<file path="src/hw/rtl/bc_pkg.sv">
// ----------------------------------------------------------------------------
// bc_pkg
// Shared constants for the binomial coefficient unit.
// ----------------------------------------------------------------------------
package bc_pkg;

	// width of every payload field on the channels
	localparam int FIELD_W = 64;

	// default arithmetic word width
	localparam int WORD_BITS_DEF = 64;

endpackage

</file>
<file path="src/hw/rtl/bc_ifs.sv">
// ----------------------------------------------------------------------------
// bc_ifs
// Valid/ready channel interfaces for requests (n, k) and responses C(n,k).
// ----------------------------------------------------------------------------
interface bc_req_if import bc_pkg::*; ();
	logic               valid;
	logic               ready;
	logic [FIELD_W-1:0] top;
	logic [FIELD_W-1:0] choose;

	modport source (output valid, output top, output choose, input ready);
	modport sink   (input valid, input top, input choose, output ready);
endinterface

interface bc_rsp_if import bc_pkg::*; ();
	logic               valid;
	logic               ready;
	logic [FIELD_W-1:0] coefficient;

	modport source (output valid, output coefficient, input ready);
	modport sink   (input valid, input coefficient, output ready);
endinterface

</file>
<file path="src/hw/rtl/bc_div.sv">
// ----------------------------------------------------------------------------
// bc_div
// Bit-serial restoring divider: one quotient bit per cycle, giving quotient
// and remainder.
// ----------------------------------------------------------------------------
module bc_div #(
	parameter int W = 64
) (
	input  logic         clk,
	input  logic         arst_n,
	input  logic         start,
	input  logic [W-1:0] dividend,
	input  logic [W-1:0] divisor,
	output logic         busy,
	output logic         done,
	output logic [W-1:0] quot,
	output logic [W-1:0] rem
);

	localparam int CW = $clog2(W + 1);

	logic [W-1:0]  rem_q;
	logic [W-1:0]  quo_q;
	logic [W-1:0]  dvs_q;
	logic [CW-1:0] cnt_q;
	logic          busy_q;
	logic          done_q;
	logic [W:0]    trial;
	logic [W:0]    diff;

	// one restoring step
	always_comb begin
		trial = {rem_q, quo_q[W-1]};
		diff  = trial - {1'b0, dvs_q};
	end

	always_ff @(posedge clk or negedge arst_n) begin
		if (!arst_n) begin
			busy_q <= 1'b0;
			done_q <= 1'b0;
			cnt_q  <= '0;
		end else begin
			done_q <= 1'b0;
			if (start && !busy_q) begin
				busy_q <= 1'b1;
				cnt_q  <= '0;
			end else if (busy_q) begin
				cnt_q <= cnt_q + 1'b1;
				if (cnt_q == CW'(W - 1)) begin
					busy_q <= 1'b0;
					done_q <= 1'b1;
				end
			end
		end
	end

	// datapath registers
	always_ff @(posedge clk) begin
		if (start && !busy_q) begin
			rem_q <= '0;
			quo_q <= dividend;
			dvs_q <= divisor;
		end else if (busy_q) begin
			if (!diff[W]) begin
				rem_q <= diff[W-1:0];
				quo_q <= {quo_q[W-2:0], 1'b1};
			end else begin
				rem_q <= trial[W-1:0];
				quo_q <= {quo_q[W-2:0], 1'b0};
			end
		end
	end

	assign busy = busy_q;
	assign done = done_q;
	assign quot = quo_q;
	assign rem  = rem_q;

endmodule

</file>
<file path="src/hw/rtl/binomial_coefficient_top.sv">
// ----------------------------------------------------------------------------
// binomial_coefficient_top
// Computes C(n,k) by the multiplicative method with gcd reduction.
// ----------------------------------------------------------------------------
// Usage:
//   req carries n (top) and k (choose); rsp returns the coefficient, or 0
//   when the result would not fit in WORD_BITS bits. One response per request,
//   in order. Only the low WORD_BITS bits of the inputs are used.
//   req.ready is high only while the unit is idle; a request is taken, then
//   the unit works on it alone until its response has been transferred.
// Sequence:
//   Trivial cases (k of 0 or 1, k not below n) go from S_CHECK straight to
//   S_OUT and raise rsp.valid. Otherwise each of the up to about 34 steps
//   does a division for the overflow bound, a shift-add multiply and a
//   division; steps needing reduction add five more divisions and one
//   division per Euclid round. All divisions run in turn on the single
//   shared bit-serial divider.
// Reset: arst_n clears the sequencer; the unit comes up idle and ready.
// Stall: a held response stays on rsp unchanged until taken.
// ----------------------------------------------------------------------------
module binomial_coefficient_top import bc_pkg::*; #(
	parameter int WORD_BITS = WORD_BITS_DEF
) (
	input  logic      clk,
	input  logic      arst_n,
	bc_req_if.sink    req,
	bc_rsp_if.source  rsp
);

	localparam int W  = WORD_BITS;
	localparam int CW = $clog2(W + 1);
	localparam logic [W-1:0] WMAX = {W{1'b1}};
	localparam logic [W-1:0] ONE  = W'(1);

	typedef enum logic [4:0] {
		S_IDLE, S_CHECK, S_MIRROR, S_LOOP, S_QMAX, S_CMP, S_MUL, S_DIVD,
		S_EUC_INIT, S_EUC, S_NUM, S_DEN, S_RG, S_DG, S_QNUM, S_CMP2, S_OUT
	} state_t;

	state_t        state_q;
	logic [W-1:0]  n_q, k_q, d_q, r_q, num_q, den_q, ga_q, gb_q, q_q, res_q;
	logic [W-1:0]  acc_q, ma_q, mb_q;
	logic [CW-1:0] mcnt_q;
	logic          pend_q;
	logic          gsel_q;
	logic          path_q;

	logic          div_start, div_busy, div_done;
	logic [W-1:0]  div_a, div_b, div_q, div_r;
	logic [W-1:0]  mul_op;

	// divider operand selection per state
	always_comb begin
		div_a = r_q;
		div_b = d_q;
		case (state_q)
			S_QMAX: begin div_a = WMAX; div_b = n_q; end
			S_DIVD: begin div_a = r_q;  div_b = path_q ? den_q : d_q; end
			S_EUC:  begin div_a = ga_q; div_b = gb_q; end
			S_NUM:  begin div_a = n_q;  div_b = ga_q; end
			S_DEN:  begin div_a = d_q;  div_b = ga_q; end
			S_RG:   begin div_a = r_q;  div_b = ga_q; end
			S_DG:   begin div_a = den_q; div_b = ga_q; end
			S_QNUM: begin div_a = WMAX; div_b = num_q; end
			default: begin div_a = r_q; div_b = d_q; end
		endcase
	end

	assign div_start = !pend_q && (state_q inside {S_QMAX, S_DIVD, S_NUM, S_DEN,
		S_RG, S_DG, S_QNUM} || (state_q == S_EUC && gb_q != '0));
	assign mul_op = path_q ? num_q : n_q;

	bc_div #(.W(W)) u_div (
		.clk      (clk),
		.arst_n   (arst_n),
		.start    (div_start),
		.dividend (div_a),
		.divisor  (div_b),
		.busy     (div_busy),
		.done     (div_done),
		.quot     (div_q),
		.rem      (div_r)
	);

	// sequencer and datapath
	always_ff @(posedge clk or negedge arst_n) begin
		if (!arst_n) begin
			state_q <= S_IDLE;
			pend_q  <= 1'b0;
		end else begin
			case (state_q)
				S_IDLE: begin
					if (req.valid) begin
						n_q     <= req.top[W-1:0];
						k_q     <= req.choose[W-1:0];
						state_q <= S_CHECK;
					end
				end
				S_CHECK: begin
					if (k_q == '0) begin
						res_q   <= ONE;
						state_q <= S_OUT;
					end else if (k_q == ONE) begin
						res_q   <= n_q;
						state_q <= S_OUT;
					end else if (k_q >= n_q) begin
						res_q   <= (k_q == n_q) ? ONE : '0;
						state_q <= S_OUT;
					end else begin
						state_q <= S_MIRROR;
					end
				end
				S_MIRROR: begin
					if (k_q > (n_q >> 1))
						k_q <= n_q - k_q;
					d_q     <= ONE;
					r_q     <= ONE;
					state_q <= S_LOOP;
				end
				S_LOOP: begin
					if (d_q > k_q) begin
						res_q   <= r_q;
						state_q <= S_OUT;
					end else begin
						state_q <= S_QMAX;
					end
				end
				S_QMAX, S_QNUM: begin
					if (!pend_q) begin
						pend_q <= 1'b1;
					end else if (div_done) begin
						pend_q  <= 1'b0;
						q_q     <= div_q;
						state_q <= (state_q == S_QMAX) ? S_CMP : S_CMP2;
					end
				end
				S_CMP: begin
					if (r_q >= q_q) begin
						gsel_q  <= 1'b0;
						state_q <= S_EUC_INIT;
					end else begin
						path_q  <= 1'b0;
						state_q <= S_MUL;
					end
				end
				S_CMP2: begin
					if (r_q >= q_q) begin
						res_q   <= '0;
						state_q <= S_OUT;
					end else begin
						path_q  <= 1'b1;
						state_q <= S_MUL;
					end
				end
				S_MUL: begin
					if (!pend_q) begin
						pend_q <= 1'b1;
						acc_q  <= '0;
						ma_q   <= r_q;
						mb_q   <= mul_op;
						mcnt_q <= '0;
					end else if (mcnt_q != CW'(W)) begin
						if (mb_q[0])
							acc_q <= acc_q + ma_q;
						ma_q   <= ma_q << 1;
						mb_q   <= mb_q >> 1;
						mcnt_q <= mcnt_q + 1'b1;
					end else begin
						pend_q  <= 1'b0;
						r_q     <= acc_q;
						state_q <= S_DIVD;
					end
				end
				S_DIVD: begin
					if (!pend_q) begin
						pend_q <= 1'b1;
					end else if (div_done) begin
						pend_q  <= 1'b0;
						r_q     <= div_q;
						n_q     <= n_q - 1'b1;
						d_q     <= d_q + 1'b1;
						state_q <= S_LOOP;
					end
				end
				S_EUC_INIT: begin
					// smaller operand first
					if (!gsel_q) begin
						ga_q <= (d_q < n_q) ? d_q : n_q;
						gb_q <= (d_q < n_q) ? n_q : d_q;
					end else begin
						ga_q <= (den_q < r_q) ? den_q : r_q;
						gb_q <= (den_q < r_q) ? r_q : den_q;
					end
					state_q <= S_EUC;
				end
				S_EUC: begin
					if (gb_q == '0 && !pend_q) begin
						path_q  <= 1'b1;
						state_q <= gsel_q ? S_RG : S_NUM;
					end else if (!pend_q) begin
						pend_q <= 1'b1;
					end else if (div_done) begin
						pend_q <= 1'b0;
						ga_q   <= gb_q;
						gb_q   <= div_r;
					end
				end
				S_NUM, S_DEN, S_RG, S_DG: begin
					if (!pend_q) begin
						pend_q <= 1'b1;
					end else if (div_done) begin
						pend_q <= 1'b0;
						case (state_q)
							S_NUM: begin
								num_q   <= div_q;
								state_q <= S_DEN;
							end
							S_DEN: begin
								den_q   <= div_q;
								gsel_q  <= 1'b1;
								state_q <= S_EUC_INIT;
							end
							S_RG: begin
								r_q     <= div_q;
								state_q <= S_DG;
							end
							default: begin
								den_q   <= div_q;
								state_q <= S_QNUM;
							end
						endcase
					end
				end
				S_OUT: begin
					if (rsp.ready)
						state_q <= S_IDLE;
				end
				default: state_q <= S_IDLE;
			endcase
		end
	end

	assign req.ready       = (state_q == S_IDLE);
	assign rsp.valid       = (state_q == S_OUT);
	assign rsp.coefficient = FIELD_W'(res_q);

`ifndef NO_ASSERTIONS
	// the divider is never restarted mid-division
	a_div_idle: assert property (@(posedge clk) disable iff (!arst_n)
		div_start |-> !div_busy)
		else $error("divider started while busy");

	// an accepted request always moves on to the case check
	a_accept: assert property (@(posedge clk) disable iff (!arst_n)
		(req.valid && req.ready) |=> (state_q == S_CHECK))
		else $error("request accepted without starting");

	// a division result only arrives while one is outstanding
	a_done_pend: assert property (@(posedge clk) disable iff (!arst_n)
		div_done |-> pend_q)
		else $error("division result with no request pending");
`endif

endmodule

</file>
<file path="src/flat_wrapper.sv">
// flat-port wrapper written by rule: the top's interface ports become plain ports
module binomial_coefficient_top_flat import bc_pkg::*;
#(
	parameter int WORD_BITS = WORD_BITS_DEF
)
  (clk, arst_n, req_valid, req_top, req_choose, req_ready, rsp_valid, rsp_coefficient, rsp_ready);
  bc_req_if req_i ();
  bc_rsp_if rsp_i ();
  input  logic clk;
  input  logic arst_n;
  input wire logic [$bits(req_i.valid)-1:0] req_valid;
  input wire logic [$bits(req_i.top)-1:0] req_top;
  input wire logic [$bits(req_i.choose)-1:0] req_choose;
  output wire logic [$bits(req_i.ready)-1:0] req_ready;
  output wire logic [$bits(rsp_i.valid)-1:0] rsp_valid;
  output wire logic [$bits(rsp_i.coefficient)-1:0] rsp_coefficient;
  input wire logic [$bits(rsp_i.ready)-1:0] rsp_ready;
  assign req_i.valid = req_valid;
  assign req_i.top = req_top;
  assign req_i.choose = req_choose;
  assign req_ready = req_i.ready;
  assign rsp_valid = rsp_i.valid;
  assign rsp_coefficient = rsp_i.coefficient;
  assign rsp_i.ready = rsp_ready;
  binomial_coefficient_top #(.WORD_BITS(WORD_BITS)) u_core (.clk(clk), .arst_n(arst_n), .req(req_i), .rsp(rsp_i));
endmodule
</file>
<file path="config.mk">
export PLATFORM = sky130hd
export DESIGN_NAME = binomial_coefficient_top_flat
export DESIGN_NICKNAME = d
export VERILOG_FILES = /design/src/hw/rtl/bc_pkg.sv /design/src/hw/rtl/bc_ifs.sv /design/src/hw/rtl/bc_div.sv /design/src/hw/rtl/binomial_coefficient_top.sv /design/src/flat_wrapper.sv
export SDC_FILE = /design/constraint.sdc
export NUM_CORES = 2
export LEC_CHECK = 0
export ABC_AREA = 0
export BUFFER_PORTS_ARGS = -buffer_cell sky130_fd_sc_hd__buf_2
export CAP_MARGIN = 25
export CORE_UTILIZATION = 35
export DETAILED_ROUTE_END_ITERATION = 8
export GPL_ROUTABILITY_DRIVEN = 0
export GPL_TIMING_DRIVEN = 1
export PLACE_DENSITY = 0.49
export SYNTH_ARGS = -nofsm -noshare
export SYNTH_HDL_FRONTEND = slang
export SYNTH_HIERARCHICAL = 1
export SYNTH_SLANG_ARGS = --single-unit
</file>
<file path="constraint.sdc">
create_clock -name clk -period 31 [get_ports clk]
set_input_delay 4.65 -clock clk [delete_from_list [all_inputs] [get_ports clk]]
set_output_delay 4.65 -clock clk [all_outputs]
set_load 0.02 [all_outputs]
</file>
# After elaboration in Yosys (flattened, before gate mapping)
# Index checks and enable logic that the tools add are counted.
[word_totals]
out_inout_bits = 66
register_bits = 1048
wordCells = 222
[classes]
magnitude_cmp = 6
reduce_logical = 41
n_addsub = 7
bitwise_logic = 1
eq_ne = 45
muxes = 98
[op_table]
columns = ["op", "n"]
rows = [
  ["$mux W64", 42],
  ["$pmux W64 S2", 5],
  ["$pmux W64 S5", 2],
  ["$pmux W64 S4", 1],
  ["$pmux W64 S3", 1],
  ["$ge A64 B64 Y1", 2],
  ["$logic_not A64 Y1", 2],
  ["$lt A64 B64 Y1", 2],
  ["$mux W5", 16],
  ["$pmux W5 S13", 1],
  ["$sub A65 B64 Y65", 1],
  ["$add A64 B1 Y64 const B", 1],
  ["$add A64 B64 Y64", 1],
  ["$eq A64 B1 Y1 const B", 1],
  ["$eq A64 B64 Y1", 1],
  ["$gt A64 B63 Y1", 1],
  ["$gt A64 B64 Y1", 1],
  ["$reduce_bool A64 Y1", 1],
  ["$sub A64 B1 Y64 const B", 1],
  ["$sub A64 B64 Y64", 1],
  ["$eq A5 B4 Y1 const B", 8],
  ["$ne A2 B1 Y1 const B", 15],
  ["$reduce_and A5 Y1", 6],
  ["$mux W7", 3],
  ["other kinds (33)", 82],
]

# Depth between registers and ports, before layout
[depth]
ltp_word = 6
ltp_mapped = 15

# Hierarchy
# The synthesis kept the hierarchy.
[modules_own_cells]
columns = ["module", "instances", "area_each_um2", "cells_per_inst"]
rows = [
  ["binomial_coefficient_top", 1, 59808.6, 6168],
  ["bc_div", 1, 11641.2, 1292],
]

# Least setup slack after synthesis
# Ideal clock, no wire load.
[synth_timing]
path_type = "input port to flip-flop"
startpoint = "in arst_n"
endpoint = "reg u_core.ga_q[0] (enable)"
arrival_ns = 24.484
slack_ns = 5.219
n_path_buf = 0
stages = 2
t_required_ns = 29.703
cell_sequence = "nand2_1 > a2111oi_0"
[synth_between]
elab_chain_len = 1
[synth_rtl]
columns = ["item", "line", "rtl"]
rows = [
  ["start, declared", "flat_wrapper.sv:10", "input logic arst_n;"],
  ["$reduce_and A5 Y1 (no source line)", "n/a", ""],
  ["end signal, assigned", "binomial_coefficient_top.sv:188", "ga_q <= (d_q < n_q) ? d_q : n_q;"],
  ["end signal, assigned", "binomial_coefficient_top.sv:191", "ga_q <= (den_q < r_q) ? den_q : r_q;"],
  ["end signal, assigned", "binomial_coefficient_top.sv:204", "ga_q <= gb_q;"],
  ["end, declared", "binomial_coefficient_top.sv:41", "logic [W-1:0] n_q, k_q, d_q, r_q, num_q, den_q, ga_q, gb_q, q_q, res_q;"],
]
# No other way between the ends.
# A chain may end at the register's enable or synchronous reset.

# Final worst setup path
[layout_timing]
startpoint = "reg u_core.state_q[1]"
endpoint = "out rsp_valid"
[layout_between]
elab_chain_len = 1
[layout_rtl]
columns = ["item", "line", "rtl"]
rows = [
  ["start, declared", "binomial_coefficient_top.sv:40", "state_t state_q;"],
  ["start signal, assigned", "binomial_coefficient_top.sv:134", "state_q <= (state_q == S_QMAX) ? S_CMP : S_CMP2;"],
  ["start signal, assigned", "binomial_coefficient_top.sv:199", "state_q <= gsel_q ? S_RG : S_NUM;"],
  ["$eq A5 B5 Y1", "binomial_coefficient_top.sv:244", "assign rsp.valid = (state_q == S_OUT);"],
  ["end, declared", "flat_wrapper.sv:15", "output wire logic [$bits(rsp_i.valid)-1:0] rsp_valid;"],
]
# No other way between the ends.

==> flow_summary.json <==
{
  "wl_mm": 278,
  "routed_via_density": 5.99,
  "arrival_ps": 2520,
  "hold_viol_final": 0,
  "failed_checks": "design-rule violations",
  "htreeDepth": 3,
  "final_antenna_net_count": 0,
  "worst_pin_slew_ps": 1190,
  "maxCapViolations": 0,
  "vdd_ir_drop_max_mv": 0.0656,
  "cp_slowest_stage_delay_ps": 580,
  "cp_cell_sequence": "inv_1 -> nand3_1 -> nor2_1 -> buf_2",
  "crit_type": "flop to primary output",
  "post-route-util_pct": 38.8,
  "dieArea_um2": 206000,
  "clockPowerShare_pct": 23.7,
  "grt_usage_pct": 26.1,
  "num_io_pins": 198,
  "synth_seq_cells": 1048,
  "grt_pass1_wl_mm": 399,
  "synth-edff-count": 969,
  "io_buffer_count": 197,
  "grt_start_max_net_pins": 154,
  "startpoint": "u_core/state_q[1]",
  "drc": 6,
  "path_max_fanout": 14,
  "start_util_pct": 35.3,
  "cts_root_buf": "clkbuf_16",
  "fmax_ghz": 0.140,
  "cts_max_path_buffers": 3,
  "num_vias": 60504,
  "cpMaxStageDelayCell": "dfrtp_1",
  "rows": 165,
  "finalSetupViolCount": 0,
  "synthFlopType": "edfxtp_1",
  "die_w_um": 454,
  "syn_nets": 8108,
  "syn-mean-instance-area_um2": 9.58,
  "hold_depth": 1,
  "netlist_instances": 7460,
  "num-fill-cells": 20077,
  "min_from": "u_core/u_div/cnt_q[6]",
  "place.detailed.instances": 9865,
  "layout.nets": 7962,
  "core_region_area_um2": 203000,
  "finalCriticalPeriod_ps": 7170,
  "path_clk_slew_ps": 60,
  "slew_viol_final": 0,
  "critPathRequiredTime_ps": 26350,
  "insertion_delay_ps": 780,
  "reg2regPathDepth": 12,
  "grt_pass1_vias": 57361,
  "fin_skew_ps": 36.1,
  "synth_commonest_cells": "edfxtp_1, nand2_1, nor2_1, ha_1, clkbuf_1",
  "setup_tns_ps": 0,
  "hp-class": "flop to flop",
  "post_cts_resized": 0,
  "cp-end-kind": "primary output",
  "netSwitchingFraction_pct": 41.8,
  "die_h_um": 454,
  "synthDistinctLibCells": 100,
  "p_leak_nw": 30.9,
  "cts_hold_buf": 0,
  "slew_headroom_pct": 19.8,
  "power_density_nw_per_um2": 79.1,
  "drt_iter0_drc": 7518,
  "drive_gt1_share_pct": 8.58,
  "combPwrFrac_pct": 39.7,
  "dp_hpwl_mm": 203,
  "post_drt_wl_per_cell_um": 27.5,
  "synth.area.top_cells": "edfxtp_1, ha_1, nand2_1",
  "p_int_mw": 3.61,
  "timing.final.crit_share_pct": 23.1,
  "synth_top_area_share_pct": 40.7,
  "power.share.sequential_pct": 36.6,
  "synthesis.area_um2": 71400,
  "power_mw": 6.21,
  "drtPass1Iterations": 9,
  "cts_tree": "built",
  "synth_top_area_cell": "edfxtp_1",
  "yosysMostFrequentCell": "edfxtp_1",
  "clock-sinks": 1048,
  "grt_antenna_before_repair": 7,
  "grt_overflow": 0,
  "cp-start-kind": "flop",
  "cts_made_buffers": 118,
  "p_switching_mw": 2.59,
  "area_growth_pct": 9.88,
  "seq_area_frac_synth_pct": 43.0,
  "fin_cells": 10097,
  "synth_warnings": 6,
  "status": "complete, but fails checks",
  "rsz0062_at_grt": "false",
  "r2r_start": "u_core/n_q[1]",
  "post_cts_buffers": 0,
  "ys_async_sr_fraction_pct": 1.43
}
metrics by stage:
step                hold WS, ps  instance area, um2  worst slack, ps
finish                      486               78500            23830
global route                519               78500            23740
detailed placement          474               74500            23690
global placement            449               74500            23750
CTS                         486               78500            23760
floorplan                   421               71400             5220
critical path, delay by kind of cell, from the launching register on:
kind / cells / cell delay, ps
and+or+nand+nor: 2 / 630
buffers and inverters: 2 / 530
DFF: 1 / 580
final timing paths:
kind,to,slack [ps]
min reg2reg,u_core/u_div/done,490
max reg2reg,u_core/gb_q[9],25150
min,u_core/u_div/done,490
max in group asynchronous,u_core/pend_q,26700
min in group asynchronous,u_core/u_div/cnt_q[0],3870
max,rsp_valid,23830
layout make-up:
| cell class | instances | area [um2] | share of cell area, % |
|---|---|---|---|
| tap | 2672 | 3340 | 4.26 |
| antenna | 10 | 25.0 | 0.0319 |
| clock inverter | 68 | 729 | 0.929 |
| multi-input combinational | 5457 | 37200 | 47.4 |
| inverter | 406 | 1530 | 1.94 |
| timing repair buffer | 283 | 1700 | 2.17 |
| clock buffer | 153 | 3230 | 4.11 |
| sequential | 1048 | 30800 | 39.2 |
kinds of logic after synthesis:
family | count (synthesis) | synth area share [%]
compound gates | 2006 | 19.1
xor+xnor | 274 | 3.40
fa+ha+maj | 516 | 9.07
buf+inv | 955 | 5.21
flops | 1048 | 43.0
mux | 392 | 5.61
simple gates | 2269 | 14.6
layout by cell type, fill, tap and decap left out, types with 21 or more instances in the layout:
master	synthesis	layout
a22oi_1	76	76
o21ai_0	399	399
mux2_2	65	65
a221oi_1	69	69
o21ai_1	21	21
nor2b_1	22	22
nand2_1	900	895
a221o_1	38	38
a31oi_1	157	157
clkbuf_16	0	120
nand3_1	269	267
buf_2	39	197
xnor2_1	165	165
and2_1	30	30
edfxtp_1	969	969
buf_4	9	79
dfxtp_1	64	64
nand2b_1	39	37
nand4_1	151	151
xor2_1	107	107
nor2_1	522	508
a211oi_1	31	30
a222oi_1	64	64
nor3_1	73	70
o31ai_1	25	25
nor4_1	72	70
clkinv_2	0	21
mux2i_1	327	327
o21bai_1	45	45
o311ai_1	21	21
ha_1	513	513
clkbuf_1	442	23
a22o_1	127	127
o21a_1	44	43
inv_1	403	402
and3_1	78	74
a21o_1	228	228
or3_1	42	40
o211ai_1	122	122
a21oi_1	387	387
layer usage:
| metal | track usage [%] | routed length [um] | vias up | part of all wire [%] |
|---|---|---|---|---|
| met2 | 38.1 | 116000 | 2936 | 42 |
| met5 | 0 | 0 | - | 0 |
| li1 | - | - | 27574 | - |
| met4 | 9.73 | 10500 | 0 | 3.8 |
| met3 | 5.09 | 26100 | 394 | 9.4 |
| met1 | 37.7 | 124000 | 29600 | 45 |
power groups by stage:
stage	combinational [mW]	clock (mW)	sequential, mW
after floorplan	1.74	0	2.12
after global placement	2.39	0	2.28
after detailed placement	2.41	0	2.28
after CTS	2.42	1.50	2.25
after global routing	2.68	1.55	2.29
final	2.46	1.47	2.27
Power figures use the tool's default switching activity.
